`src/rtl/kti_ram.sv`:
```
module kti_ram #(
  parameter int WIDTH = 16,
  parameter int DEPTH = 64
) (
  input  logic                     clk,
  input  logic                     we,
  input  logic [$clog2(DEPTH)-1:0] waddr,
  input  logic [WIDTH-1:0]         wdata,
  input  logic [$clog2(DEPTH)-1:0] raddr,
  output logic [WIDTH-1:0]         rdata
);

  logic [WIDTH-1:0] mem [DEPTH];

  always_ff @(posedge clk) begin
    if (we) begin
      mem[waddr] <= wdata;
    end
    rdata <= mem[raddr];
  end

endmodule

```
`config.mk`:
```
export PLATFORM = sky130hd
export DESIGN_NAME = kti_ram
export DESIGN_NICKNAME = d
export VERILOG_FILES = /design/src/rtl/kti_ram.sv
export SDC_FILE = /design/constraint.sdc
export NUM_CORES = 1
export LEC_CHECK = 0
export BUFFER_PORTS_ARGS = -buffer_cell sky130_fd_sc_hd__buf_4
export CELL_PAD_IN_SITES_DETAIL_PLACEMENT = 1
export CELL_PAD_IN_SITES_GLOBAL_PLACEMENT = 1
export CORE_ASPECT_RATIO = 2
export CORE_MARGIN = 2
export CORE_UTILIZATION = 50
export CTS_BUF_LIST = sky130_fd_sc_hd__clkbuf_8
export CTS_CLUSTER_SIZE = 28
export DETAILED_ROUTE_END_ITERATION = 8
export GPL_TIMING_DRIVEN = 0
export PLACE_DENSITY = 0.84
export SLEW_MARGIN = 20
export SYNTH_ARGS = -nofsm -noshare
export SYNTH_HDL_FRONTEND = slang
export SYNTH_SLANG_ARGS = --single-unit
```
`constraint.sdc`:
```
create_clock -name clk -period 2.35 [get_ports clk]
set_input_delay 0.1175 -clock clk [delete_from_list [all_inputs] [get_ports clk]]
set_output_delay 0.1175 -clock clk [all_outputs]
set_load 0.01 [all_outputs]
```
Yosys cells after proc, flatten, opt, wreduce, memory -nomap -nowiden
Memories as Yosys holds them, arrays and structs flattened. A register that Yosys moved wholly into a read port is not among the register bits.
Cells that the tools add are included.
- mux-type cells: 2
- operators by type and width (kind ; number):
    $mux W1 ; 2
- input port bits: 30
- logic and storage cells: 3
- bits in registers: 0
- RAM bits: 1024
- output and inout port bits: 16
- memories kept: 1
- memory list (memory ; words ; bits a word ; read ports ; clocked after Yosys merged registers in ; wr ports ; line ; source):
    mem ; 64 ; 16 ; 1 ; 1 ; 1 ; 13 ; logic [WIDTH-1:0] mem [DEPTH];

Depth between registers and ports, before layout
- depth in word-level cells: 2
- depth in mapped cells: 10
- gate-level depth less buffers: 5

Worst setup path after synthesis
Ideal clock, no wire load.
- kind: input-to-reg
- from: input waddr[3]
- to: memory mem[48][0] (enable)
- path buffers: 1
- slack: 198 ps
- required time: 1941 ps
- stages on the path: 4
- setup time: 409 ps
- arrival: 1743 ps
- cell sequence: clkbuf_1 nor2b_1 nand4b_1 nor3_1
- RTL lines (element ; line ; source):
    start, declared ; 7 ; input logic [$clog2(DEPTH)-1:0] waddr,
    end, declared ; 13 ;
Straight into the memory's write port.

==> flow_summary.toml <==
[status]
violations = "negative setup slack"
status = "finished with violations"

[yosys]
syn_area_sq_mm = 0.0400
synthArstFlopShare = 0
synth_fp_nets = 1859
ys_ff_latch = 1040
postSynthAreaPerCell_sq_um = 21.9
synth_area_leader_cell = "edfxtp_1"
synth_edf_count = 1024
yosysWarnings = 0
yosysTopAreaCellShare = 0.768
synth.most_common_cell = "edfxtp_1"
netlist_top_cells_area = "edfxtp_1, mux4_2, mux2i_1, dfxtp_1, mux2_2"
yosys-top-cells-count = "edfxtp_1, mux4_2, mux2i_1, nor2_1, nand2_1"
ys_types = 43
seq_area_frac_synth = 0.776
ys.flop_type = "edfxtp_1"
netlist_instances = 1829

[clock_tree]
clock_latency_ns = 0.81
clk_path_buf_depth = 3
cts-root-buf = "clkbuf_8"
cts_buffers = 134
cts.sinks = 1040
clkSlewWorstSetupHoldPaths_ns = 0.08
cts_tree = "yes"
ctsHtreeMaxLevel = 4
post_cts_buffers = 0

[worst_setup_path]
max_stage_delay_ns = 0.72
crit_arrival_ns = 3.18
crit_buf_inv = 0
cp_cell_sequence = "mux4_2 > mux2i_2 > a22oi_1 > a31oi_1 > a311oi_1"
reg2reg_slack_ns = -0.20
r2r_end = "rdata[1]"
reg2reg_from = "mem[20][1]"
crit_family = "multiplexers"
rr_worst_depth = 5
path_max_fanout = 1
critPathCaptureType = "flip-flop"
worstSetupPathType = "reg2reg"
cp-start-kind = "flip-flop"
cp_slowest_cell = "mux2i_2"
crit_required_ns = 2.98

[worst_hold_path]
hold_depth = 3
worstHoldPathType = "in2reg"
worstHoldStart = "waddr[1]"
worstHoldEndpoint = "mem[55][2]"

[floorplanning]
rows = 146
initial_core_util = 0.505
io_pins = 46
die_x_um = 204
dieHeight_um = 404
die_area_sq_mm = 0.0825
fp.coreArea_sq_mm = 0.0793

[timing]
timing.final.ws_setup_ns = -0.203
hold_violations = 0
period_share = 1.09
maxSlewViolCount = 0
maxSlewHeadroom = 0.253
finClkSkew_ns = 0.0420
fin_setup_tns_ns = -0.225
hold_ws_ns = 0.103
fmax_mhz = 392
final-setup-viol-count = 2
fin_crit_ns = 2.55
worstMarginPinSlew_ns = 1.12

[pwr]
p_sw_frac = 0.234
clock_power_share = 0.369
p_switching_mw = 8.46
intPower_mw = 27.8
p_comb_frac = 0.063
power_density_mw_per_mm2 = 799
max-vdd-ir-drop_uv = 434
p_leak_nw = 14.4
power.share.sequential = 0.568
power_mw = 36.2

[cells_and_area]
final_nets = 2105
syn_to_final_growth_pct = 13.3
drive_gt1_frac = 0.319
fin_cells = 3221
fillers = 6773
final_core_util = 0.572

[grt]
grt_pass1_vias = 22600
grtUsageTotal = 0.293
grt_pass1_wl_um = 167000
antenna_found_initial = 1
grt-ovfl-total = 0
grt_max_degree = 65

[place]
hpwl_um = 76400
numPortBuffers = 38
routabilityCongestion = 1.02
place_inst = 2959

[route]
drtIter0Drc = 2495
drcViolationCount = 0
drt_first_pass_iters = 5
via_per_inst = 6.51
wl_per_cell_um = 36.5
ant_nets = 0
vias = 21000
drt-total-wl_um = 117000

[flow_run]
maxCapViolations = 0
through the flow:
step,cell area (sq um),setup slack [ns]
after floorplan,40000,0.198
after global placement,41600,-1.17
after detailed placement,42500,-0.952
after CTS,45300,0.0193
after global routing,45400,-0.207
final,45400,-0.203
tightest hold or removal path, delay by kind of cell:
kind,cells,cell delay (ns)
buf+inv,1,0.23
simple gates,2,0.37
cells in the final DEF, fill, tap and decap left out, types with 23 or more instances in the layout:
cell,instances
clkinv_1,24
nand2_1,59
clkbuf_1,23
inv_1,28
edfxtp_1,1024
nand3_1,24
mux2_2,27
mux4_2,220
clkbuf_8,143
buf_4,56
buf_6,48
a22oi_1,39
mux2i_1,77
buf_8,23
nor2b_1,30
nor2_2,64
buf_2,34
clkinv_2,30
what timing repair did:
item,CTS,global route
resized for setup,13,9
hold endpoints to repair,897,0
pin swaps,0,1
hold buffers,17,0
endpoints found under the setup margin,8,9
power groups by stage:
stage | registers, mW | logic (mW) | clock network [mW]
floorplan | 21.0 | 1.06 | 0
global placement | 21.0 | 2.02 | 0
detailed placement | 21.0 | 2.16 | 0
CTS | 20.6 | 2.23 | 13.4
finish | 20.6 | 2.29 | 13.4
global route | 20.6 | 2.35 | 14.0
cell families (layout without fill, tap and decap cells):
| family | after synthesis | in the layout | share of synthesized area |
|---|---|---|---|
| AO/OA/AOI/OAI | 129 | 129 | 0.0241 |
| other | 0 | 2 | 0 |
| flip-flops | 1040 | 1040 | 0.776 |
| buffers and inverters | 104 | 458 | 0.0183 |
| AND/OR/NAND/NOR | 220 | 220 | 0.0265 |
| multiplexers | 336 | 336 | 0.155 |
worst max-delay path by stage:
stage | start | to | slack (ns) | cells after the start
after floorplan | waddr[3] | mem[48][0] | 0.20 | 4
after global placement | waddr[4] | mem[48][9] | -1.17 | 3
after detailed placement | raddr[2] | rdata[13] | -0.95 | 8
after CTS | raddr[2] | rdata[9] | 0.02 | 8
after global routing | mem[20][1] | rdata[1] | -0.21 | 5
final | mem[20][1] | rdata[1] | -0.20 | 5
registers in the layout, summed over array words and instances, names as in the netlist:
register  cells
mem        1024
rdata        16
metal layers:
| layer | track usage | wire (um) | vias to the layer above |
|---|---|---|---|
| met1 | 0.317 | 36600 | 10900 |
| met5 | 0 | 0 | - |
| met3 | 0.0569 | 8660 | 475 |
| li1 | - | - | 8179 |
| met2 | 0.499 | 60800 | 1377 |
| met4 | 0.235 | 11400 | 0 |
cell type report:
class	count	area (sq um)	share of cell area
timing repair buffer	111	1140	0.0252
multi-input combinational	685	8510	0.187
clock buffer	143	1970	0.0434
tap	1036	1300	0.0286
buffer	103	734	0.0162
antenna	2	5.00	0.000110
clock inverter	101	651	0.0143
sequential	1040	31100	0.685
(Power assumes the default switching activity.)
