==> src/rtl/kti_pkg.sv <==
package kti_pkg;

  localparam int REG_W      = 16;
  localparam int CFG_IDX_W  = 2;
  localparam int DIV_NUM_W  = 50;
  localparam int DIV_DEN_W  = 32;
  localparam int DIV_CNT_W  = $clog2(DIV_NUM_W);

  localparam logic [1:0] ACT_CLEAR     = 2'd0;
  localparam logic [1:0] ACT_ADD_TRANS = 2'd1;
  localparam logic [1:0] ACT_ADD_ROT   = 2'd2;
  localparam logic [1:0] ACT_QUERY     = 2'd3;

  localparam logic [CFG_IDX_W-1:0] REG_CYC_FIRST    = 2'd0;
  localparam logic [CFG_IDX_W-1:0] REG_CYC_LAST     = 2'd1;
  localparam logic [CFG_IDX_W-1:0] REG_FRAME_PERIOD = 2'd2;

  localparam logic [REG_W-1:0] DEFAULT_PERIOD = 16'd2187;
  localparam logic [REG_W-1:0] RESET_LAST     = 16'hFFFF;
  localparam logic signed [15:0] QUAT_ONE     = 16'sd16384;

  typedef struct packed {
    logic [1:0]         action;
    logic [15:0]        frame;
    logic signed [31:0] pos_x;
    logic signed [31:0] pos_y;
    logic signed [31:0] pos_z;
    logic signed [15:0] quat_x;
    logic signed [15:0] quat_y;
    logic signed [15:0] quat_z;
    logic signed [15:0] quat_w;
  } in_word_t;

  typedef struct packed {
    logic               has_position;
    logic signed [31:0] out_pos_x;
    logic signed [31:0] out_pos_y;
    logic signed [31:0] out_pos_z;
    logic               has_rotation;
    logic signed [15:0] out_quat_x;
    logic signed [15:0] out_quat_y;
    logic signed [15:0] out_quat_z;
    logic signed [15:0] out_quat_w;
    logic [31:0]        local_time;
    logic               in_range;
  } out_word_t;

  typedef struct packed {
    logic                 start;
    logic [DIV_NUM_W-1:0] num;
    logic [DIV_DEN_W-1:0] den;
  } div_req_t;

  typedef struct packed {
    logic                 done;
    logic [DIV_NUM_W-1:0] quot;
  } div_rsp_t;

  typedef enum logic [1:0] {
    MODE_NONE,
    MODE_COPY,
    MODE_INTERP
  } trk_mode_t;

  typedef enum logic [4:0] {
    ST_IDLE,
    ST_T_BEGIN,
    ST_T_RD,
    ST_T_CHK,
    ST_T_MUL,
    ST_T_GO,
    ST_T_WAIT,
    ST_R_BEGIN,
    ST_R_RD,
    ST_R_CHK,
    ST_R_DOT,
    ST_R_MUL,
    ST_R_GO,
    ST_R_WAIT,
    ST_R_SQ,
    ST_R_SQTEST,
    ST_R_SQRT,
    ST_R_NGO,
    ST_R_NWAIT,
    ST_FIN
  } state_t;

endpackage

==> src/rtl/kti_div.sv <==
module kti_div (
  input  logic              clk,
  input  logic              rst,
  input  kti_pkg::div_req_t req,
  output kti_pkg::div_rsp_t rsp
);
  import kti_pkg::*;

  logic                 busy;
  logic                 done;
  logic [DIV_CNT_W-1:0] cnt;
  logic [DIV_DEN_W-1:0] rem;
  logic [DIV_DEN_W-1:0] den;
  logic [DIV_NUM_W-1:0] quo;
  logic [DIV_DEN_W:0]   trial;

  assign trial = {rem, quo[DIV_NUM_W-1]};

  always_ff @(posedge clk) begin
    if (rst) begin
      busy <= 1'b0;
      done <= 1'b0;
    end else begin
      done <= busy && (cnt == '0);
      if (req.start) begin
        busy <= 1'b1;
      end else if (busy && cnt == '0) begin
        busy <= 1'b0;
      end
    end
    if (req.start) begin
      quo <= req.num;
      den <= req.den;
      rem <= '0;
      cnt <= DIV_CNT_W'(DIV_NUM_W - 1);
    end else if (busy) begin
      cnt <= cnt - 1'b1;
      if (trial >= {1'b0, den}) begin
        rem <= DIV_DEN_W'(trial - {1'b0, den});
        quo <= {quo[DIV_NUM_W-2:0], 1'b1};
      end else begin
        rem <= trial[DIV_DEN_W-1:0];
        quo <= {quo[DIV_NUM_W-2:0], 1'b0};
      end
    end
  end

  assign rsp.done = done;
  assign rsp.quot = quo;

endmodule

==> config.mk <==
export PLATFORM = sky130hd
export DESIGN_NAME = kti_div
export DESIGN_NICKNAME = d
export VERILOG_FILES = /design/src/rtl/kti_pkg.sv /design/src/rtl/kti_div.sv
export SDC_FILE = /design/constraint.sdc
export NUM_CORES = 1
export LEC_CHECK = 0
export ABC_AREA = 1
export BUFFER_PORTS_ARGS = -buffer_cell sky130_fd_sc_hd__buf_4
export CAP_MARGIN = 20
export CORE_MARGIN = 5
export CORE_UTILIZATION = 50
export DETAILED_ROUTE_END_ITERATION = 8
export PLACE_DENSITY = 0.8
export SETUP_SLACK_MARGIN = 0.05
export SLEW_MARGIN = 20
export SYNTH_ARGS = -nofsm -noshare
export SYNTH_HDL_FRONTEND = slang
export SYNTH_SLANG_ARGS = --single-unit
==> constraint.sdc <==
create_clock -name clk -period 5.5 [get_ports clk]
set_input_delay 0.55 -clock clk [delete_from_list [all_inputs] [get_ports clk]]
set_output_delay 0.55 -clock clk [all_outputs]
set_load 0.01 [all_outputs]
# [Word-level counts from Yosys, hierarchy flattened]
# Cells that the tools add are included.
[totals] ramBits=0 latchBits=0 rom_bits=0 out_inout_bits=51 mem_count=0 inputBits=85 register_bits=122 wordCells=19
[classes] n_bitwise=0 multipliers=0 shifts=0 muxes=6 n_reduce_logical=4 n_addsub=2 order_cmp=1 eq_ne=0 n_div=0
[ops] cell="two-way mux 50 bit" n=2
[ops] cell="greater-or-equal comparator 33 x 32 -> 1 bit" n=1
[ops] cell="two-way mux 32 bit" n=1
[ops] cell="subtractor 32 bit" n=1
[ops] cell="logical NOT 6 bit" n=1
[ops] cell="subtractor 6 x 1 -> 6 bit (second input constant)" n=1
[ops] cell="nonzero test 2 bit" n=2
[ops] cell="two-way mux 1 bit" n=3
[ops] cell="logical AND 1 bit" n=1

# [Logic depth before layout (Yosys ltp)]
[depth] ltp_word=4 depth_mapped=17 depth_no_buf=16

# [Worst setup path before layout]
# OpenSTA, ideal clock, no wires.
[synth_path] path_kind="input to register" start="in req[82] (netlist bit)" end="reg quo[0] (enable)" cell_stages=3 setup_ns=0.434 arrival_time_ns=2.351 path_slack_ns=2.714 n_path_buf=1 t_required_ns=5.066 cell_sequence="nor2_1 -> inv_2 -> buf_1"
[synth_between] elab_chain_len=1
[synth_lines] item="start, declared" line="kti_div.sv:4" source="input kti_pkg::div_req_t req,"
[synth_lines] item="nonzero test 2 bit (no source line)"
[synth_lines] item="end signal, assigned" line="kti_div.sv:32" source="quo <= req.num;"
[synth_lines] item="end signal, assigned" line="kti_div.sv:40" source="quo <= {quo[DIV_NUM_W-2:0], 1'b1};"
[synth_lines] item="end signal, assigned" line="kti_div.sv:43" source="quo <= {quo[DIV_NUM_W-2:0], 1'b0};"
[synth_lines] item="end, declared" line="kti_div.sv:14" source="logic [DIV_NUM_W-1:0] quo;"
# Every way passes these cells.
# A chain may end at the register's enable or synchronous reset.

# [Final worst setup path]
[layout_path] start="reg den[16]" end="reg rem[12]"
[layout_between] elab_chain_len=2
[layout_lines] item="start, declared" line="kti_div.sv:13" source="logic [DIV_DEN_W-1:0] den;"
[layout_lines] item="start signal, assigned" line="kti_div.sv:33" source="den <= req.den;"
[layout_lines] item="greater-or-equal comparator 33 x 32 -> 1 bit" line="kti_div.sv:38" source="if (trial >= {1'b0, den}) begin"
[layout_lines] item="two-way mux 32 bit" line="kti_div.sv:38"
[layout_lines] item="end signal, assigned" line="kti_div.sv:39" source="rem <= DIV_DEN_W'(trial - {1'b0, den});"
[layout_lines] item="end signal, assigned" line="kti_div.sv:42" source="rem <= trial[DIV_DEN_W-1:0];"
[layout_lines] item="end, declared" line="kti_div.sv:12" source="logic [DIV_DEN_W-1:0] rem;"
# Every way passes these cells.

==> flow_summary.toml <==
[pwr]
power.switching_uw = 668
powerDensity_nw_per_um2 = 277
p_leak_nw = 4.90
max-vdd-ir-drop_mv = 0.261
internal-power_mw = 1.88
seq_power_share_pct = 42.8
power_frac_comb_pct = 12.8
swShare_pct = 26.3
power_frac_clock_pct = 44.4
finalPower_mw = 2.54

[clocking]
hold_buffers = 0
ctsResizeCount = 0
cts.sinks = 122
cts_setup_buffers = 0
clockBufferDepth = 2
clock-root-buffer = "clkbuf_16"
cts_tree = "yes"
clock_latency_ns = 0.42
htree_num_levels = 4
cts.reportedPaths.clkPinSlew_ns = 0.06
numCtsBuffers = 17

[synthesis]
synthTopCellsByCount = "nand2_1 (453), inv_1 (173), edfxtp_1 (82), nand3_1 (73), nor2_1 (48)"
synth_top_cell_by_area = "edfxtp_1"
syn_area_per_cell_um2 = 7.14
synth-seq-area-share_pct = 43.8
yosysMostFrequentCell = "nand2_1"
synth_cells = 1044
syn_area_um2 = 7450
synth-edff-count = 82
synth.distinct_cells = 32
syn_nets = 1163
synth_top_cell_area_share_pct = 33.0
ys_async_sr_fraction_pct = 0
ys_seq_elements = 122
synthTopCellsByArea = "edfxtp_1 (33%), nand2_1 (23%), dfxtp_1 (11%)"
ys_warn_count = 0
synth_ff_type = "edfxtp_1"

[hold_path]
min_delay_path_depth = 1
hold_class = "input port to flop"

[timing]
setup_viol = 0
slew_headroom_pct = 30.8
fin_crit_ns = 2.90
whs_ns = 0.302
fmax_mhz = 345
finalCritPeriodShare_pct = 52.7
worstMarginPinSlew_ns = 1.04
clock_skew_ns = 0.00898
hold_viol = 0
slew_viol_final = 0
layout_setup_ws_ns = 2.60
tns_ns = 0
rsz0062_at_grt = "false"

[setup_path]
crit_type = "flop to flop"
crit_top_cell = "nand2_1"
cp_cell_sequence = "inv_1, ha_1, nand2_1, nor2_1, nand2_1, nand2_1, inv_1, nand2_2, nand2_2, nand2_4, nand2_1, nand3_1, o21ai_1"
cp.depth = 13
reg2regPathDepth = 13
crit_slowest_cell = "nand2_4"
slowest_delay_ns = 0.54
path_buf_inv = 2
start_kind = "flop"
crit_family = "simple AND/OR/NAND/NOR gates"
critPathMaxFanout = 34
required_ns = 5.77
endpoint_kind = "flop"
crit_arrival_ns = 3.17

[floorplanning]
die_w_um = 132
dieArea_um2 = 17400
coreArea_um2 = 14600
io_pins = 136
std_cell_rows = 44
die_h_um = 132
initial_core_util_pct = 51.1

[drt]
drtIter0Drc = 481
first_pass_iters = 5
ant_nets = 0
via_per_inst = 5.00
vias = 6865
drc = 0
wl_per_cell_um = 14.7
routed_wl_mm = 20.1

[placed_design]
dp_hpwl_mm = 14.7
dpl.cell_count = 1340
gp_congestion = 0.989
dp_slack_ns = 2.63
portBuffers = 135
place_area_um2 = 8590

[cells_and_area]
fin_nets = 1294
fin_cells = 1372
syn_to_final_growth_pct = 23.2
final_area_um2 = 9180
layout-drive-gt1-share_pct = 15.2
antenna_cells = 0
fin_util_pct = 62.9
num-fill-cells = 1284

[run]
drv_cap = 0

[global_route]
use_met3_pct = 8.59
grt_pass1_vias = 6769
grtUsageMet1_pct = 28.6
grt.total_usage_pct = 23.2
busiest_layer = "met2"
grt_max_degree = 89
antenna_found_initial = 0
grt_pass1_wl_mm = 32.6
grt_use_met2_pct = 37.4
grt_overflow = 0

[run_status]
status = "finished clean"
==> power groups by stage <==
stage	clock, mW	sequential (mW)	combinational, mW
after floorplan	0	1.12	0.151
after global placement	0	1.11	0.320
after detailed placement	0	1.10	0.327
after CTS	1.14	1.09	0.328
after global routing	1.18	1.10	0.360
final	1.13	1.09	0.325
==> layout by cell type (no fill, tap or decap) <==
cell         n
ha_1        33
nand2_1    453
or2_2        1
bufinv_16    2
nor2_1      47
clkbuf_1     2
o21ai_1     16
and2_1       2
clkinv_4     6
a21oi_4      1
edfxtp_1    82
nand2_2      3
o21ai_0      7
inv_6        4
nand3b_1    22
clkbuf_16   17
nor3_1      10
and3_1       1
a21oi_1     26
inv_1      173
inv_8        1
xnor2_1     13
buf_4      139
dfxtp_1     40
o21bai_1     3
fa_1         1
nor2_2       3
nand3_2      1
a31oi_1      1
nand2_4      1
nand3_1     73
xor2_1       1
nand4_1      1
inv_2        2
==> kinds of logic (layout without fill, tap and decap cells) <==
group,after synthesis,after routing,synth area share (%)
AO/OA/AOI/OAI,54,54,3.90
AND/OR/NAND/NOR,618,618,34.2
XOR/XNOR,14,14,1.65
buffers and inverters,202,346,10.7
adder cells (fa/ha/maj),34,34,5.81
flip-flops,122,122,43.8
==> flip-flops by register name, indices dropped and copies added (netlist names) <==
signal	flops
rem	32
quo	50
den	32
busy	1
cnt	6
done	1
==> worst paths after layout <==
path | start | to | slack [ns]
setup / recovery | den[16]$_DFFE_PP_ | rem[12]$_SDFFE_PP0P_ | 2.60
hold / removal | req[1] | den[1]$_DFFE_PP_ | 0.30
setup reg to reg | den[16]$_DFFE_PP_ | rem[12]$_SDFFE_PP0P_ | 2.60
hold reg to reg | cnt[3]$_SDFFE_PP0P_ | cnt[3]$_SDFFE_PP0P_ | 0.47
==> layout make-up <==
class | count | area [µm²] | share of cell area, %
Inverter | 175 | 657 | 7.16
Clock inverter | 13 | 159 | 1.73
Tap cell | 184 | 230 | 2.51
Timing Repair Buffer | 139 | 1040 | 11.4
Sequential cell | 122 | 3260 | 35.6
Multi-Input combinational cell | 720 | 3390 | 37.0
Clock buffer | 19 | 433 | 4.72
==> layer usage <==
layer  share of wire, %  vias to the layer above
met3                9.4                       36
met4                2.8                        0
met5                  0                        -
met1                 43                     3067
met2                 45                      259
li1                   -                     3503
Power figures use the tool's default switching activity.
